**src/hw/rtl/pdc_pkg.sv**
```systemverilog
// Shared types and constants of the PID controller with deadband and clamp.
// Holds the beat payload structs and the configuration register indexes.
// No dependencies.
package pdc_pkg;

    localparam int CFG_IDX_W  = 3;
    localparam int CFG_DATA_W = 32;

    typedef logic [CFG_IDX_W-1:0] cfg_idx_t;

    localparam cfg_idx_t REG_GAIN_P       = 3'd0;
    localparam cfg_idx_t REG_GAIN_I       = 3'd1;
    localparam cfg_idx_t REG_GAIN_D       = 3'd2;
    localparam cfg_idx_t REG_SETPOINT     = 3'd3;
    localparam cfg_idx_t REG_DEADBAND     = 3'd4;
    localparam cfg_idx_t REG_OUTPUT_LIMIT = 3'd5;

    localparam logic [30:0] OUTPUT_LIMIT_RESET = 31'h7FFF_FFFF;

    typedef struct packed {
        logic signed [15:0] measurement;
        logic        [15:0] elapsed_ticks;
    } in_beat_t;

    typedef struct packed {
        logic signed [31:0] drive;
        logic               clamped;
        logic               settled;
    } out_beat_t;

endpackage

```
**src/hw/rtl/pid_controller_deadband_clamp_unit.sv**
```systemverilog
// Top level of the PID controller with deadband and symmetric output clamp.
// Holds the sequencer, the shared multiplier and adder and the serial divider.
// Depends on pdc_pkg.

// One input beat is handled at a time. The first sample after reset or a
// setpoint write skips the divider and the integral step, and a zero
// elapsed_ticks skips the divider. One shared 33 by 25 bit multiplier forms
// five products that are each registered; the integral one is added into the
// saturating 48-bit sum, the other four into an 80-bit accumulator. A
// restoring divider forms the 17-bit derivative quotient one bit per cycle. A
// finished result waits in the output register while the next beat is taken;
// the last step holds only while that register is full and m_ready is low.
module pid_controller_deadband_clamp_unit (
    input  logic                         aclk,
    input  logic                         aresetn,
    input  logic                         s_valid,
    output logic                         s_ready,
    input  pdc_pkg::in_beat_t            s_data,
    output logic                         m_valid,
    input  logic                         m_ready,
    output pdc_pkg::out_beat_t           m_data,
    input  logic                         cfg_we,
    input  pdc_pkg::cfg_idx_t            cfg_index,
    input  logic [pdc_pkg::CFG_DATA_W-1:0] cfg_data
);
    import pdc_pkg::*;

    typedef enum logic [13:0] {
        ST_IDLE    = 14'b00000000000001,
        ST_DIV     = 14'b00000000000010,
        ST_INT_MUL = 14'b00000000000100,
        ST_INT_ADD = 14'b00000000001000,
        ST_SIGN    = 14'b00000000010000,
        ST_PE_MUL  = 14'b00000000100000,
        ST_PE_ADD  = 14'b00000001000000,
        ST_GD_MUL  = 14'b00000010000000,
        ST_GD_ADD  = 14'b00000100000000,
        ST_GL_MUL  = 14'b00001000000000,
        ST_GL_ADD  = 14'b00010000000000,
        ST_GH_MUL  = 14'b00100000000000,
        ST_GH_ADD  = 14'b01000000000000,
        ST_FINAL   = 14'b10000000000000
    } state_t;

    state_t             state_reg, state_next;

    logic signed [31:0] gain_p_reg, gain_p_next;
    logic signed [31:0] gain_i_reg, gain_i_next;
    logic signed [31:0] gain_d_reg, gain_d_next;
    logic signed [15:0] setpoint_reg, setpoint_next;
    logic        [15:0] deadband_reg, deadband_next;
    logic        [30:0] limit_reg, limit_next;

    logic signed [47:0] sum_reg, sum_next;
    logic signed [16:0] last_err_reg, last_err_next;
    logic               first_reg, first_next;

    logic signed [16:0] err_reg, err_next;
    logic        [15:0] dt_reg, dt_next;
    logic               dneg_reg, dneg_next;
    logic        [16:0] rem_reg, rem_next;
    logic        [16:0] quo_reg, quo_next;
    logic        [4:0]  cnt_reg, cnt_next;
    logic signed [17:0] deriv_reg, deriv_next;

    logic signed [57:0] prod_reg, prod_next;
    logic signed [79:0] acc_reg, acc_next;

    logic               m_valid_reg, m_valid_next;
    out_beat_t          m_data_reg, m_data_next;

    logic signed [16:0] in_err;
    logic signed [17:0] in_diff;
    logic        [17:0] in_diff_mag;
    logic        [16:0] div_shift;
    logic        [17:0] div_trial;
    logic        [16:0] div_quo;
    logic signed [32:0] mul_a;
    logic signed [24:0] mul_b;
    logic signed [57:0] mul_p;
    logic signed [79:0] add_a;
    logic signed [79:0] add_b;
    logic signed [79:0] add_s;
    logic signed [47:0] add_sat;
    logic signed [63:0] total;
    logic signed [63:0] lim_ext;
    logic        [31:0] neg_lim;
    logic        [16:0] err_mag;
    logic               sign_change;
    logic               out_free;

    assign s_ready = (state_reg == ST_IDLE);
    assign m_valid = m_valid_reg;
    assign m_data  = m_data_reg;

    assign in_err      = 17'(setpoint_reg) - 17'(s_data.measurement);
    assign in_diff     = 18'(in_err) - 18'(last_err_reg);
    assign in_diff_mag = in_diff[17] ? -in_diff : in_diff;

    assign div_shift = {rem_reg[15:0], quo_reg[16]};
    assign div_trial = {1'b0, div_shift} - {2'b00, dt_reg};
    assign div_quo   = {quo_reg[15:0], ~div_trial[17]};

    assign mul_p = mul_a * mul_b;
    assign add_s = add_a + add_b;

    assign add_sat = ((&add_s[79:47]) || !(|add_s[79:47])) ? add_s[47:0]
                   : (add_s[79] ? {1'b1, 47'd0} : {1'b0, {47{1'b1}}});

    assign total   = acc_reg[79:16];
    assign lim_ext = {33'd0, limit_reg};
    assign neg_lim = -{1'b0, limit_reg};
    assign err_mag = err_reg[16] ? -err_reg : err_reg;
    assign out_free = !m_valid_reg || m_ready;

    assign sign_change = (last_err_reg[16] != err_reg[16])
                      || ((last_err_reg == 17'sd0) != (err_reg == 17'sd0));

    always_comb begin
        mul_a = {gain_p_reg[31], gain_p_reg};
        mul_b = 25'(err_reg);
        case (state_reg)
            ST_INT_MUL: begin
                mul_a = 33'(err_reg);
                mul_b = {9'd0, dt_reg};
            end
            ST_GD_MUL: begin
                mul_a = {gain_d_reg[31], gain_d_reg};
                mul_b = 25'(deriv_reg);
            end
            ST_GL_MUL: begin
                mul_a = {gain_i_reg[31], gain_i_reg};
                mul_b = {1'b0, sum_reg[23:0]};
            end
            ST_GH_MUL: begin
                mul_a = {gain_i_reg[31], gain_i_reg};
                mul_b = {sum_reg[47], sum_reg[47:24]};
            end
            default: begin
            end
        endcase
    end

    always_comb begin
        add_a = (state_reg == ST_INT_ADD) ? 80'(sum_reg) : acc_reg;
        add_b = (state_reg == ST_GH_ADD) ? {prod_reg[55:0], 24'd0} : 80'(prod_reg);
    end

    always_comb begin
        state_next    = state_reg;
        gain_p_next   = gain_p_reg;
        gain_i_next   = gain_i_reg;
        gain_d_next   = gain_d_reg;
        setpoint_next = setpoint_reg;
        deadband_next = deadband_reg;
        limit_next    = limit_reg;
        sum_next      = sum_reg;
        last_err_next = last_err_reg;
        first_next    = first_reg;
        err_next      = err_reg;
        dt_next       = dt_reg;
        dneg_next     = dneg_reg;
        rem_next      = rem_reg;
        quo_next      = quo_reg;
        cnt_next      = cnt_reg;
        deriv_next    = deriv_reg;
        prod_next     = prod_reg;
        acc_next      = acc_reg;
        m_valid_next  = m_valid_reg && !m_ready;
        m_data_next   = m_data_reg;

        if (cfg_we) begin
            case (cfg_index)
                REG_GAIN_P: gain_p_next = cfg_data;
                REG_GAIN_I: gain_i_next = cfg_data;
                REG_GAIN_D: gain_d_next = cfg_data;
                REG_SETPOINT: begin
                    setpoint_next = cfg_data[15:0];
                    sum_next      = 48'sd0;
                    last_err_next = 17'sd0;
                    first_next    = 1'b1;
                end
                REG_DEADBAND:     deadband_next = cfg_data[15:0];
                REG_OUTPUT_LIMIT: limit_next    = cfg_data[30:0];
                default: begin
                end
            endcase
        end

        case (state_reg)
            ST_IDLE: begin
                if (s_valid) begin
                    err_next   = in_err;
                    dt_next    = s_data.elapsed_ticks;
                    dneg_next  = in_diff[17];
                    rem_next   = 17'd0;
                    quo_next   = in_diff_mag[16:0];
                    cnt_next   = 5'd0;
                    deriv_next = 18'sd0;
                    first_next = 1'b0;
                    if (first_reg) begin
                        state_next = ST_SIGN;
                    end else if (s_data.elapsed_ticks == 16'd0) begin
                        state_next = ST_INT_MUL;
                    end else begin
                        state_next = ST_DIV;
                    end
                end
            end
            ST_DIV: begin
                rem_next = div_trial[17] ? div_shift : div_trial[16:0];
                quo_next = div_quo;
                cnt_next = cnt_reg + 5'd1;
                if (cnt_reg == 5'd16) begin
                    deriv_next = dneg_reg ? -{1'b0, div_quo} : {1'b0, div_quo};
                    state_next = ST_INT_MUL;
                end
            end
            ST_INT_MUL: begin
                prod_next  = mul_p;
                state_next = ST_INT_ADD;
            end
            ST_INT_ADD: begin
                sum_next   = add_sat;
                state_next = ST_SIGN;
            end
            ST_SIGN: begin
                if (sign_change) begin
                    sum_next = 48'sd0;
                end
                last_err_next = err_reg;
                acc_next      = 80'sd0;
                state_next    = ST_PE_MUL;
            end
            ST_PE_MUL: begin
                prod_next  = mul_p;
                state_next = ST_PE_ADD;
            end
            ST_PE_ADD: begin
                acc_next   = add_s;
                state_next = ST_GD_MUL;
            end
            ST_GD_MUL: begin
                prod_next  = mul_p;
                state_next = ST_GD_ADD;
            end
            ST_GD_ADD: begin
                acc_next   = add_s;
                state_next = ST_GL_MUL;
            end
            ST_GL_MUL: begin
                prod_next  = mul_p;
                state_next = ST_GL_ADD;
            end
            ST_GL_ADD: begin
                acc_next   = add_s;
                state_next = ST_GH_MUL;
            end
            ST_GH_MUL: begin
                prod_next  = mul_p;
                state_next = ST_GH_ADD;
            end
            ST_GH_ADD: begin
                acc_next   = add_s;
                state_next = ST_FINAL;
            end
            ST_FINAL: begin
                if (out_free) begin
                    m_valid_next        = 1'b1;
                    m_data_next.settled = 1'b0;
                    if (err_mag < {1'b0, deadband_reg}) begin
                        m_data_next.drive   = 32'sd0;
                        m_data_next.clamped = 1'b0;
                        m_data_next.settled = 1'b1;
                        sum_next            = 48'sd0;
                    end else if (total > lim_ext) begin
                        m_data_next.drive   = {1'b0, limit_reg};
                        m_data_next.clamped = 1'b1;
                    end else if (total < -lim_ext) begin
                        m_data_next.drive   = neg_lim;
                        m_data_next.clamped = 1'b1;
                    end else begin
                        m_data_next.drive   = total[31:0];
                        m_data_next.clamped = 1'b0;
                    end
                    state_next = ST_IDLE;
                end
            end
            default: begin
                state_next = ST_IDLE;
            end
        endcase
    end

    always_ff @(posedge aclk) begin
        if (!aresetn) begin
            state_reg    <= ST_IDLE;
            gain_p_reg   <= 32'sd0;
            gain_i_reg   <= 32'sd0;
            gain_d_reg   <= 32'sd0;
            setpoint_reg <= 16'sd0;
            deadband_reg <= 16'd0;
            limit_reg    <= OUTPUT_LIMIT_RESET;
            sum_reg      <= 48'sd0;
            last_err_reg <= 17'sd0;
            first_reg    <= 1'b1;
            m_valid_reg  <= 1'b0;
        end else begin
            state_reg    <= state_next;
            gain_p_reg   <= gain_p_next;
            gain_i_reg   <= gain_i_next;
            gain_d_reg   <= gain_d_next;
            setpoint_reg <= setpoint_next;
            deadband_reg <= deadband_next;
            limit_reg    <= limit_next;
            sum_reg      <= sum_next;
            last_err_reg <= last_err_next;
            first_reg    <= first_next;
            m_valid_reg  <= m_valid_next;
        end
    end

    always_ff @(posedge aclk) begin
        err_reg    <= err_next;
        dt_reg     <= dt_next;
        dneg_reg   <= dneg_next;
        rem_reg    <= rem_next;
        quo_reg    <= quo_next;
        cnt_reg    <= cnt_next;
        deriv_reg  <= deriv_next;
        prod_reg   <= prod_next;
        acc_reg    <= acc_next;
        m_data_reg <= m_data_next;
    end

endmodule

```
**config.mk**
```make
export PLATFORM = sky130hd
export DESIGN_NAME = pid_controller_deadband_clamp_unit
export DESIGN_NICKNAME = d
export VERILOG_FILES = /design/src/hw/rtl/pdc_pkg.sv /design/src/hw/rtl/pid_controller_deadband_clamp_unit.sv
export SDC_FILE = /design/constraint.sdc
export NUM_CORES = 2
export LEC_CHECK = 0
export ABC_AREA = 0
export BUFFER_PORTS_ARGS = -buffer_cell sky130_fd_sc_hd__buf_2
export CAP_MARGIN = 20
export CORE_ASPECT_RATIO = 1.25
export CORE_MARGIN = 2
export CORE_UTILIZATION = 45
export DETAILED_ROUTE_END_ITERATION = 8
export PLACE_DENSITY = 0.7
export SKIP_CTS_REPAIR_TIMING = 1
export SLEW_MARGIN = 20
export SYNTH_ARGS = -nofsm -noshare
export SYNTH_HDL_FRONTEND = slang
export SYNTH_SLANG_ARGS = --single-unit
```
**constraint.sdc**
```tcl
create_clock -name aclk -period 11.82 [get_ports aclk]
set_input_delay 3.546 -clock aclk [delete_from_list [all_inputs] [get_ports aclk]]
set_output_delay 3.546 -clock aclk [all_outputs]
set_load 0.01 [all_outputs]
```
# --- After elaboration in Yosys (flattened, before gate mapping) ---
# Index checks and enable logic that the tools add are counted.
classes:
  n_addsub: 10
  multipliers: 1
  div: 0
  n_lt_le_gt_ge: 3
  n_eq_ne: 25
  shift: 0
  muxes: 44
  bitwise_logic: 1
  reduce_logical: 33
op_table:
  columns: ["operator", "count"]
  rows:
  - ["$mux 48", 7]
  - ["$pmux 14 s14", 1]
  - ["$mux 80", 2]
  - ["$pmux 80 s2", 1]
  - ["$pmux 48 s3", 1]
  - ["$mux 17", 6]
  - ["$pmux 25 s4", 1]
  - ["$pmux 33 s3", 1]
  - ["$add 80x80->80", 1]
  - ["$gt 64x32->1", 1]
  - ["$lt 64x64->1", 1]
  - ["$neg 31->64", 1]
  - ["$mul 33x25->58", 1]
  - ["$mux 18", 3]
  - ["$mux 14", 3]
  - ["$pmux 18 s2", 1]
  - ["$logic_not 17->1", 2]
  - ["$neg 17->17", 2]
  - ["$pmux 17 s2", 1]
  - ["$mux 33", 1]
  - ["$reduce_and 33->1", 1]
  - ["$reduce_or 33->1", 1]
  - ["$mux 16", 2]
  - ["$mux 32", 1]
  - ["other kinds (44)", 74]
word_totals:
  reg_bits: 502
  latchBits: 0
  ram_bits: 0
  rom_bits: 0
  word_cells: 141
  memories: 0

# --- Longest topological paths before layout ---
logic_depth:
  ltp_word: 8
  mapped_depth: 43
  depth_no_buf: 40

# --- Least setup slack after synthesis ---
# OpenSTA, ideal clock, no wires.
synth_path:
  path_type: "register to register"
  from: "register state_reg[0]"
  to: "register prod_reg[56] (data pin)"
  setup_ns: 0.263
  arrival_time_ns: 9.865
  required_time_ns: 11.557
  setup_slack_ns: 1.692
  stages_incl_launch_ff: 41
  path_cell_list: "dfxtp_1 > nor4_2 > nand2_1 > or3_1 > nor3b_1 > inv_1 > nand2_1 > or3_1 > clkbuf_1 > clkbuf_1 > clkbuf_1 > nand2_1 > o21ai_0 > clkbuf_1 > nor2_1 > fa_1 > fa_1 > inv_1 > [5 not listed] > inv_1 > fa_1 > inv_1 > ha_1 > clkbuf_1 > nand4_1 > nor2_1 > a211oi_1 > o21ai_0 > a41o_1 > a31oi_1 > o21bai_1 > a41oi_1 > o41ai_1 > o41ai_1 > o21ai_0 > a311oi_1 > xnor2_1"
synth_via:
  elab_chain_cells: 4
  elab_cells_between_ends: 8
  classes_between: "mul (1); eq/ne (4); mux (2); reduce/logical (1)"
synth_lines:
  columns: ["item", "line", "text"]
  rows:
  - ["start: declaration", "pid_controller_deadband_clamp_unit.sv:45", "state_t state_reg, state_next;"]
  - ["start signal: assignment", "pid_controller_deadband_clamp_unit.sv:309", "state_reg <= state_next;"]
  - ["$eq 14x12->1 / $eq 14x10->1 (equally long branches)", "pid_controller_deadband_clamp_unit.sv:122", "case (state_reg)"]
  - ["$reduce_or 2->1 (no line)", null, null]
  - ["$pmux 33 s3", "pid_controller_deadband_clamp_unit.sv:122", null]
  - ["$mul 33x25->58 (*)", "pid_controller_deadband_clamp_unit.sv:104", "assign mul_p = mul_a * mul_b;"]
  - ["net mul_p[56]", "pid_controller_deadband_clamp_unit.sv:80", "logic signed [57:0] mul_p;"]
  - ["end signal: assignment", "pid_controller_deadband_clamp_unit.sv:331", "prod_reg <= prod_next;"]
  - ["end: declaration", "pid_controller_deadband_clamp_unit.sv:66", "logic signed [57:0] prod_reg, prod_next;"]
# Mark *: on every way through the listed nets, which the timed path passes. The rest lies on a longest branch.
# A chain may end at the register's enable or synchronous reset.

# --- Worst setup path in the final report ---
layout_path:
  from: "register state_reg[10]"
  to: "register prod_reg[57] (data pin)"
# The elaborated chain is that of the path after synthesis.

==> results by stage <==
Routing:
- The number of vias after detailed routing is 51700.
- The detailed-route wire length per cell is 23.7 µm.
- Before antenna repair, the detailed router went through 6 iterations.
- The number of antenna-violating nets in the routed design is 0.
- The count of routing violations after the opening detailed-route iteration is 5020.
- The vias per cell is 5.85.
- The final layout contains routed wiring with a total length of 210 mm.
- After detailed routing, the number of remaining DRC violations is 0.

Timing:
- The number of max-slew violations in the final report is 0.
- Setup violations remaining at the end of the flow were counted as 0.
- At the pin with the least slew margin, the transition time is 1.22 ns.
- Static timing analysis puts the maximum clock frequency at 0.0907 GHz.
- The final hold violation count was 0.
- Adding up every negative setup slack in the final design gives 0 ns.
- Across the routed clock network, the largest skew measured is 0.0449 ns.
- Setup repair after global routing left no endpoint under its margin.
- The final critical path takes up 93.2% of the cycle.
- The remaining max-slew budget at the tightest pin is 18.4%.
- The final critical-path required period is 11.02 ns.

Synthesis:
- The synthesized flop and latch total is 502.
- The number of flops mapped to enable cells by yosys is 262.
- The most instantiated flip-flop cell in the synthesis netlist is sky130_fd_sc_hd__edfxtp_1.
- Of the total synthesized cell area, the portion taken by AND, OR, NAND and NOR gates is 17.7%.
- The synthesized netlist devotes 3.38% of its cell area to XOR and XNOR gates.
- The sequential cell area fraction in the yosys report is 20.8%.
- Yosys printed 0 warnings.
- Measured against the total synthesized area, the mux share comes to 0.777%.
- The mean cell area of the mapped netlist is 8.60 µm².
- The post-synthesis compound-gate area fraction is 13.4%.
- The synthesized netlist devotes 35.5% of its cell area to adder and majority cells.
- The number of nets in the synthesized netlist is 8382.
- The synthesized instance count is 7080.
- The fraction of registers with async set or reset after synthesis is 0%.
- The synthesized netlist contains 90 unique library cells.
- The cell area after synthesis is 0.0609 mm².
- The dominant combinational cell family by area after synthesis is adder cells.

Critical path:
- On the critical path, the stage with the largest delay is an instance of sky130_fd_sc_hd__nor2_2.
- In this design, the critical path's most frequently occurring cell is sky130_fd_sc_hd__fa_1.
- The capture point of the worst reg-to-reg path is prod_reg[57].
- The biggest cell delay along the critical path is 0.65 ns.
- Data on the critical path is required at its endpoint by 12.21 ns.
- The kind of end point of the critical path is a flop.
- STA classifies the critical path startpoint as a flop.
- The worst flop-to-flop path startpoint is state_reg[10].
- The signal arrival time at the worst endpoint is 11.41 ns.
- Of all nets on the critical path, the largest fanout is 19.
- The critical path is of the flop to flop type.
- The worst setup slack for register-to-register paths is 0.80 ns.
- The length in cells of the worst reg-to-reg path is 37.

Global routing:
- The first-pass GRT wire length is 320 mm.
- After global routing the overflow that remains totals 0.
- The initial antenna violation count is 3.
- The via count of the first global-routing pass came to 52700.
- For this run, the total global-route usage over all layers was measured as 30.3%.
- Entering global routing, the biggest net connects 85 pins.

Floorplanning:
- 108 I/O pins were placed.
- The effective utilization at floorplan is 45.4%.
- The floorplan step set the die height to 415 µm.
- The floorplan step defined a die boundary enclosing 0.138 mm².
- The number of standard-cell rows in the floorplan is 150.
- The die is 333 µm wide.
- The placeable core region is 0.134 mm².

Run status:
- The flow ran to the end, and the final reports show no timing, DRC or antenna violations.

Job:
- The max-capacitance violation count is 0.

CTS:
- No sink is reached through more buffers than the 3 on the longest clock path.
- The root buffer selected by CTS is sky130_fd_sc_hd__clkbuf_16.
- Counting every sink on the clock net gives 502.
- CTS built an H-tree with a depth of 2.
- The number of buffers created by CTS is 55.
- The clock latency on the worst-skew pair is 0.68 ns.
- TritonCTS built the clock tree.
- The CTS clock-pin slew for the worst setup and hold paths is 0.06 ns.

Min path:
- The class of the most critical hold timing path is flop to flop.
- The startpoint of the tightest hold check path is deadband_reg[12].
- The worst hold path terminates at deadband_reg[12].
- The worst hold path passes through 2 cells.

Placement:
- The number of port buffers is 107.
- The weighted congestion reported at the end of routability-driven placement is 1.00.
- The cell area after placement is 0.0637 mm².
- The detailed placement HPWL is 169 mm.

Final layout:
- The register with the most flip-flops in the layout has 80 of them.
- The final design area excluding fillers is 0.0656 mm².
- Of the cells placed in the final design, the portion with a size suffix greater than 1 is 6.97%.
- The number of nets at the end of the flow is 8344.
- Compared with the post-synthesis result, the final layout area differs by 7.79%.

Power:
- VDD sags by at most 0.108 mV.
- The completed layout was analyzed and its total power is 9.48 mW.
- Power spread over the standard cell area amounts to 144 mW/mm².
- The reported leakage power is 29.8 nW.
-- where the power goes --
part	switching, mW	internal (mW)	leakage, nW
clock network	0.777	1.07	0.936
registers	0.227	2.20	4.35
logic	3.32	1.88	24.5
-- synthesized netlist by cell type (33+ instances only) --
master	count	area, µm²
sky130_fd_sc_hd__a21o_1	170	1280
sky130_fd_sc_hd__a21oi_1	424	2120
sky130_fd_sc_hd__a221oi_1	34	298
sky130_fd_sc_hd__a22oi_1	37	278
sky130_fd_sc_hd__a31oi_1	47	294
sky130_fd_sc_hd__and3_1	39	244
sky130_fd_sc_hd__clkbuf_1	313	1170
sky130_fd_sc_hd__dfxtp_1	240	4800
sky130_fd_sc_hd__edfxtp_1	262	7870
sky130_fd_sc_hd__fa_1	830	16600
sky130_fd_sc_hd__ha_1	400	5000
sky130_fd_sc_hd__inv_1	992	3720
sky130_fd_sc_hd__mux2_2	34	383
sky130_fd_sc_hd__nand2_1	1112	4170
sky130_fd_sc_hd__nand2b_1	45	282
sky130_fd_sc_hd__nand3_1	100	500
sky130_fd_sc_hd__nand4_1	72	450
sky130_fd_sc_hd__nor2_1	692	2600
sky130_fd_sc_hd__nor2b_1	88	551
sky130_fd_sc_hd__nor3_1	84	420
sky130_fd_sc_hd__nor4_1	37	231
sky130_fd_sc_hd__o211ai_1	47	353
sky130_fd_sc_hd__o21a_1	36	270
sky130_fd_sc_hd__o21ai_0	165	826
sky130_fd_sc_hd__o21ai_1	59	295
sky130_fd_sc_hd__or3_1	33	206
sky130_fd_sc_hd__xnor2_1	158	1380
sky130_fd_sc_hd__xor2_1	77	674
-- worst max-delay path, delay by kind of cell, from the launching register on --
family                     cells  cell delay (ns)
AOI/OAI and AO/OA              9             2.13
DFF                            1             0.36
xor gates and xnor gates       1             0.13
buffers and inverters          9             1.38
and+or+nand+nor               10             2.87
adders and majority gates      8             3.84
-- worst max path at each step --
stage	from	slack (ns)	cells past startpoint	to
floorplan	state_reg[0]	1.69	40	prod_reg[56]
CTS	state_reg[10]	0.97	35	prod_reg[56]
global placement	state_reg[7]	1.23	35	prod_reg[56]
global route	state_reg[7]	0.27	35	prod_reg[56]
finish	state_reg[10]	0.80	37	prod_reg[57]
detailed placement	state_reg[7]	1.05	37	prod_reg[57]
-- routing by layer --
layer	vias to the layer above	GRT usage, %	routed length [µm]
met3	660	4.74	18000
met1	25500	38.0	79700
met2	2536	49.0	96100
met5	-	0	13
li1	23100	-	-
met4	2	19.2	16200
-- through the flow --
stage                     instances  setup slack, ns  hold WS, ns  util (%)
after global routing           8839            0.273        0.479      49.0
after floorplan                7080             1.69        0.436         -
final                          8840            0.800        0.455      49.0
after global placement         8730             1.23        0.442      47.5
after detailed placement       8732             1.05        0.448      47.5
after CTS                      8836            0.970        0.456      49.0
-- layout make-up --
type / count / area [µm²]
timing repair buffer: 269 / 1770
multi-input combinational: 5218 / 43300
clock buffer: 79 / 1590
antenna: 3 / 7.51
clock inverter: 25 / 332
tap: 1748 / 2190
inverter: 996 / 3740
sequential: 502 / 12700
fill: 12700 / 68400
-- logic make-up after synthesis --
group	Yosys count
multiplexers	43
buffers and inverters	1360
flip-flops	502
XOR/XNOR	235
AND/OR/NAND/NOR	2443
adder cells (fa/ha/maj)	1230
AO/OA/AOI/OAI	1267
-- placed cells by master (no fill, tap or decap), drive strengths merged, types with 28 or more instances in the layout --
master | netlist | layout
a21oi | 424 | 424
o21a | 36 | 36
nor3 | 86 | 86
dfxtp | 240 | 240
nand2 | 1112 | 1112
nand4 | 72 | 72
or3 | 34 | 34
inv | 992 | 997
nor2b | 88 | 88
xnor2 | 158 | 158
nand2b | 45 | 45
a21o | 170 | 170
nor2 | 692 | 692
buf | 51 | 268
edfxtp | 262 | 262
a211oi | 28 | 28
a21boi | 35 | 35
ha | 400 | 400
clkbuf | 313 | 80
nor4 | 42 | 42
mux2 | 34 | 34
nand3 | 100 | 100
xor2 | 77 | 77
a31oi | 47 | 47
fa | 830 | 830
o211ai | 47 | 47
a221oi | 34 | 34
o21ai | 226 | 226
and2 | 28 | 28
a22oi | 37 | 37
and3 | 39 | 39
(Power assumes the default switching activity.)
